**src/orfu_pkg.sv**
```systemverilog
// Shared types, constants and control structs for the overwriting ring FIFO with unescaping reader.
package orfu_pkg;

    localparam int DEPTH = 16384;
    localparam int AW    = $clog2(DEPTH);
    localparam int CW    = $clog2(DEPTH + 1);

    localparam logic [7:0] ESC_BYTE = 8'h01;

    localparam logic OP_PUT  = 1'b0;
    localparam logic OP_READ = 1'b1;

    localparam logic [1:0] ST_PUT    = 2'd0;
    localparam logic [1:0] ST_DATA   = 2'd1;
    localparam logic [1:0] ST_PREFIX = 2'd2;
    localparam logic [1:0] ST_EMPTY  = 2'd3;

    typedef struct packed {
        logic       op;
        logic [7:0] data_in;
    } in_t;

    typedef struct packed {
        logic [7:0] data_out;
        logic [1:0] status;
    } out_t;

    // Commands from the controller to the datapath.
    typedef struct packed {
        logic do_put;
        logic do_empty;
        logic do_pop;
    } cmd_t;

    // Status from the datapath to the controller.
    typedef struct packed {
        logic empty;
    } dp_status_t;

endpackage

```
**src/orfu_ctrl.sv**
```systemverilog
// Controller: handshake state machine that sequences puts, pops and result transfers.
module orfu_ctrl (
    input  logic                 clk,
    input  logic                 rst_n,
    input  logic                 in_valid,
    output logic                 in_ready,
    input  logic                 in_op,
    output logic                 out_valid,
    input  logic                 out_ready,
    input  orfu_pkg::dp_status_t dp_status,
    output orfu_pkg::cmd_t       cmd
);

    typedef enum logic [1:0] {
        S_IDLE,
        S_POP,
        S_OUT
    } state_t;

    state_t state_reg;
    state_t state_next;
    logic   out_valid_reg;
    logic   out_valid_next;
    logic   accept;

    // A new item may enter in the same cycle the held result is taken.
    assign in_ready  = (state_reg == S_IDLE) || ((state_reg == S_OUT) && out_ready);
    assign accept    = in_valid && in_ready;
    assign out_valid = out_valid_reg;

    always_comb
    begin
        state_next     = state_reg;
        out_valid_next = out_valid_reg;
        cmd            = '0;
        case (state_reg)
            S_IDLE, S_OUT:
            begin
                if ((state_reg == S_OUT) && out_ready)
                begin
                    state_next     = S_IDLE;
                    out_valid_next = 1'b0;
                end
                if (accept)
                begin
                    if (in_op == orfu_pkg::OP_PUT)
                    begin
                        cmd.do_put     = 1'b1;
                        state_next     = S_OUT;
                        out_valid_next = 1'b1;
                    end
                    else if (dp_status.empty)
                    begin
                        cmd.do_empty   = 1'b1;
                        state_next     = S_OUT;
                        out_valid_next = 1'b1;
                    end
                    else
                    begin
                        state_next = S_POP;
                    end
                end
            end
            S_POP:
            begin
                cmd.do_pop     = 1'b1;
                state_next     = S_OUT;
                out_valid_next = 1'b1;
            end
            default:
            begin
                state_next     = S_IDLE;
                out_valid_next = 1'b0;
            end
        endcase
    end

    always_ff @(posedge clk or negedge rst_n)
    begin
        if (!rst_n)
        begin
            state_reg     <= S_IDLE;
            out_valid_reg <= 1'b0;
        end
        else
        begin
            state_reg     <= state_next;
            out_valid_reg <= out_valid_next;
        end
    end

endmodule

```
**config.mk**
```make
export PLATFORM = sky130hd
export DESIGN_NAME = orfu_ctrl
export DESIGN_NICKNAME = d
export VERILOG_FILES = /design/src/orfu_pkg.sv /design/src/orfu_ctrl.sv
export SDC_FILE = /design/constraint.sdc
export NUM_CORES = 1
export LEC_CHECK = 0
export BUFFER_PORTS_ARGS = -buffer_cell sky130_fd_sc_hd__buf_2
export CORE_AREA = 3 3 40 42
export DETAILED_ROUTE_END_ITERATION = 16
export DIE_AREA = 0 0 43 45
export PLACE_DENSITY_LB_ADDON = 0.2
export SLEW_MARGIN = 20
export SYNTH_ARGS = -nofsm -noshare
export SYNTH_HDL_FRONTEND = slang
export SYNTH_SLANG_ARGS = --single-unit
```
**constraint.sdc**
```tcl
create_clock -name clk -period 2 [get_ports clk]
set_input_delay 0.1 -clock clk [delete_from_list [all_inputs] [get_ports clk]]
set_output_delay 0.1 -clock clk [all_outputs]
set_load 0.005 [all_outputs]
```
== Word-level counts from Yosys, hierarchy flattened ==
Index checks and enable logic that the tools add are counted.
Operators by class
  equality and inequality tests: 3
  multiplexer cells: 16
  add/subtract/negate cells: 0
  bitwise logic cells: 0
  divide/modulo/power cells: 0
  order comparisons: 0
  multiply operators: 0
  reduce and logical (&&, ||, !) cells: 5
  shifts and indexed selects: 0
Operator list (count)
  2-to-1 mux 2 bit: 6
  2-to-1 mux 1 bit: 8
  case mux 2 bit (2 select lines): 1
  inequality test 3 bit, second input constant: 1
  == test 2 x 1 -> 1 bit, second input constant: 1
  == test 2 bit, second input constant: 1
  logical AND 1 bit: 2
  zero test 2 bit: 1
  case mux 1 bit (2 select lines): 1
  OR reduction 2 bit: 1
  logical OR 1 bit: 1
Storage, ports and cells
  ROM bits: 0
  bits in writable memories: 0
  register bits after elaboration: 3
  bits in latches: 0
  output and inout bits: 5
  memories kept: 0

== Longest topological paths before layout ==
  word-level depth: 7
  mapped depth: 2
  mapped depth without buffers: 2

== Worst setup path before layout ==
OpenSTA, ideal clock, no wires.
  kind: flip-flop to flip-flop
  start point: reg state_reg[0]
  end point: reg state_reg[1]
  data required time: 1.920 ns
  arrival: 0.846 ns
  path slack: 1.074 ns
  period minus slack after synthesis: 0.926 ns
  cell stages (with the launch flop): 3
  setup time: 0.080 ns
  cells stage by stage: dfrtp_1 or3b_1 o211ai_2
On the way
  longest elaborated chain between the ends: 6
  elaborated cells on any way between the ends: 10
  those cells by class: 3 x eq/ne; 2 x mux; 5 x reduce/logical
Ends and longest elaborated chain
  from (decl): RTL line orfu_ctrl.sv:20  | state_t state_reg;
  from (signal assigned): RTL line orfu_ctrl.sv:87  | state_reg <= state_next;
  == test 2 bit: RTL line orfu_ctrl.sv:27, orfu_ctrl.sv:36, orfu_ctrl.sv:39
  logical AND 1 bit: RTL line orfu_ctrl.sv:27, orfu_ctrl.sv:39
  logical OR 1 bit: RTL line orfu_ctrl.sv:27  | assign in_ready = (state_reg == S_IDLE) || ((state_reg == S_OUT) && out_ready);
  logical AND 1 bit: RTL line orfu_ctrl.sv:28  | assign accept = in_valid && in_ready;
  2-to-1 mux 2 bit: RTL line orfu_ctrl.sv:44  | if (accept)
  case mux 2 bit (2 select lines): RTL line orfu_ctrl.sv:36  | case (state_reg)
Parallel ways exist; a longest one is shown, timed or not.
A chain may end at the register's enable or synchronous reset.

==> impl_results.md <==
- Top layer reached by signal wires: met3
- XOR/XNOR Fraction of Synth Area: 0%
- Critical Path RT: 1.90 ns
- Minimum clock period: 1.21 ns
- Core area: 0.00128 mm^2
- Leak pwr: 0.145 nW
- Via count: 178
- P&R area growth vs syn: 57.5%
- CP top delay family: flip-flops
- Routed len/inst: 9.06 um
- Post-CTS Setup Inserts: 0
- Num rows: 13
- Worst-path cell chain: nand2b_4 -> nor3_1 -> buf_2
- Iter 0 DRT Violations: 0
- WP buf/inv: 1
- CTS sink count: 3
- Share of layout cells above drive strength 1: 48.5%
- Seq/Total Area, Yosys: 41.1%
- DRT antenna net count: 0
- Startpoint types: flop
- Peak supply drop: 0.247 mV
- Outcome: complete, no violations
- Measured slew at the worst slew-check pin: 0.251 ns
- Arr. time, crit path: 1.11 ns
- Slowest cell on crit path: dfrtp_1
- DRC viols: 0
- Max incr delay on CP: 0.41 ns
- Worst hold-check path type: input pin to flop
- Met2 wire len: 153 um
- Number of global-route vias before repair: 183
- Worst-path clk slew: 0.03 ns
- I/O Buffers: 10
- Hold_ws: 0.163 ns
- Wl on met1: 224 um
- Via density: 3.71
- Max reg flops: 2
- Die Ht: 45 um
- Placer Congestion: 0.719
- Post-synthesis compound-gate area fraction: 15.8%
- Flops & latches, synth: 3
- TritonRoute pass-1 iters: 1
- F_max: 824 MHz
- Rel. slew slack: 83.2%
- Maxcap violations: 0
- First-pass GRT wire length: 772 um
- Final Max Slew Viols: 0
- Final wirelength: 435 um
- Pin count of the biggest net entering global routing: 7
- Setup TNS Final: 0 ns
- CTS tree: done
- Grt ovf: 0
- Inserted Diodes: 0
- Critical Path End Type: output port
- Post-cts resize count: 0
- Number of top-level pins: 11
- Die area: 0.00194 mm^2
- CTS root buffer: clkbuf_4
- Later-pin clock latency in the skew report: 0.23 ns
- Mux share of post-synthesis cell area: 0%
- Maximum level of the CTS H-tree: 1
- Netlist Area Pre-Place: 183 um^2
- Mean post-synth cell area: 10.1 um^2
- Die X: 43 um
- Initial core utilization: 14.2%
- Cell variety after synth: 14
- CTS Buffer Depth: 2
- Post-Syn Nets: 24
- Post-layout nets: 40
- Worst Path Max Fanout: 6
- Post-Synthesis Cells: 18
- Routed wl met3: 57 um
- Antenna violations before repair: 0
- Tcrit/Tclk final: 60.7%
- GRT Total Usage: 6.09%
- Yosys warning count: 0
- Largest family of logic cells by synthesized area: simple AND/OR/NAND/NOR gates
- Area share of fa/ha/maj cells after synthesis: 0%
- Simple-gate share of the synthesized area: 41.1%
- Pwr dens: 773 mW/mm^2
- Cts bufs inserted: 3
- Final Hold Viols: 0
- RSZ-0062 raised after global routing: no
- Setup Skew: 0.00429 ns
- Crit Path Class: flop to output port
- Endpoints failing setup: 0
- Reg2reg setup slack: 1.02 ns
==> logic make-up (layout without fill, tap and decap cells) <==
logic type             after synthesis  in the layout
AOI/OAI and AO/OA                    3              3
buffers and inverters                1             16
DFF                                  3              3
and+or+nand+nor                     11             11
==> final cells by class <==
| cell class | count | area [um^2] |
|---|---|---|
| clock buffers | 4 | 26.3 |
| fillers | 148 | 997 |
| inverters | 1 | 3.75 |
| multi-input cells | 14 | 104 |
| flip-flops and latches | 3 | 75.1 |
| well taps | 15 | 18.8 |
| repair buffers | 11 | 60.1 |
==> routing by layer <==
layer / GRT usage [%] / vias up
met2: 6.59 / 11
met3: 5.58 / 0
met5: 0 / -
met1: 6.80 / 73
met4: 5.42 / 0
li1: - / 94
==> worst min-delay path, stage by stage <==
cell and delay, ns:
buf_2 0.11, nand2b_4 0.08, nor3b_1 0.05
==> final timing paths <==
check / start / endpoint / depth (start not counted)
worst max-delay path: state_reg[0] / cmd[1] / 3
worst min-delay path: in_valid / state_reg[0] / 3
worst max register to register: state_reg[0] / out_valid / 2
worst min register to register: out_valid / out_valid / 2
max in group asynchronous: rst_n / state_reg[1] / 2
min in group asynchronous: rst_n / out_valid / 2
==> placed cells by master, fill, tap and decap left out <==
cell            n
dfrtp_1         3
clkbuf_4        3
o32ai_1         1
nor3b_1         1
dlygate4sd3_1   1
nor2b_2         1
o21a_1          1
inv_1           1
and2b_1         1
buf_2          10
nor2_1          2
nand2_1         1
or3b_1          1
nor3_1          2
o211ai_2        1
or2b_1          1
clkbuf_1        1
nand2b_4        1
==> stage by stage <==
stage                     power, mW  worst slack [ns]  std cells  cell area, um^2  util, %
final                         0.222             0.787         48              288     22.4
after global routing          0.246             0.682         48              288     22.4
after CTS                     0.232             0.776         48              288     22.4
after detailed placement      0.117              1.03         43              251     19.6
after global placement        0.118              1.02         43              251     19.6
after floorplan              0.0970              1.07         18              183        -
==> cells in the mapped netlist, drive strengths merged <==
library cell,count,area [um^2]
or3b,1,8.76
o211ai,1,12.5
nor2,2,7.51
and2b,1,7.51
or2b,1,7.51
inv,1,3.75
nor2b,1,8.76
nor3,2,10.0
o21a,1,7.51
nor3b,1,7.51
dfrtp,3,75.1
o32ai,1,8.76
nand2,1,3.75
nand2b,1,13.8
==> power breakdown <==
| group | leakage [nW] | total [mW] | internal, mW | switching [mW] |
|---|---|---|---|---|
| clock network | 0.0150 | 0.105 | 0.0747 | 0.0303 |
| registers | 0.0364 | 0.0734 | 0.0685 | 0.00493 |
| logic | 0.0935 | 0.0441 | 0.0241 | 0.0200 |
==> repair_timing <==
action / CTS / global route
hold buffers: 1 / 0
setup endpoints to repair: 0 / 0
endpoints found under the hold margin: 3 / 0
Power figures use the tool's default switching activity.
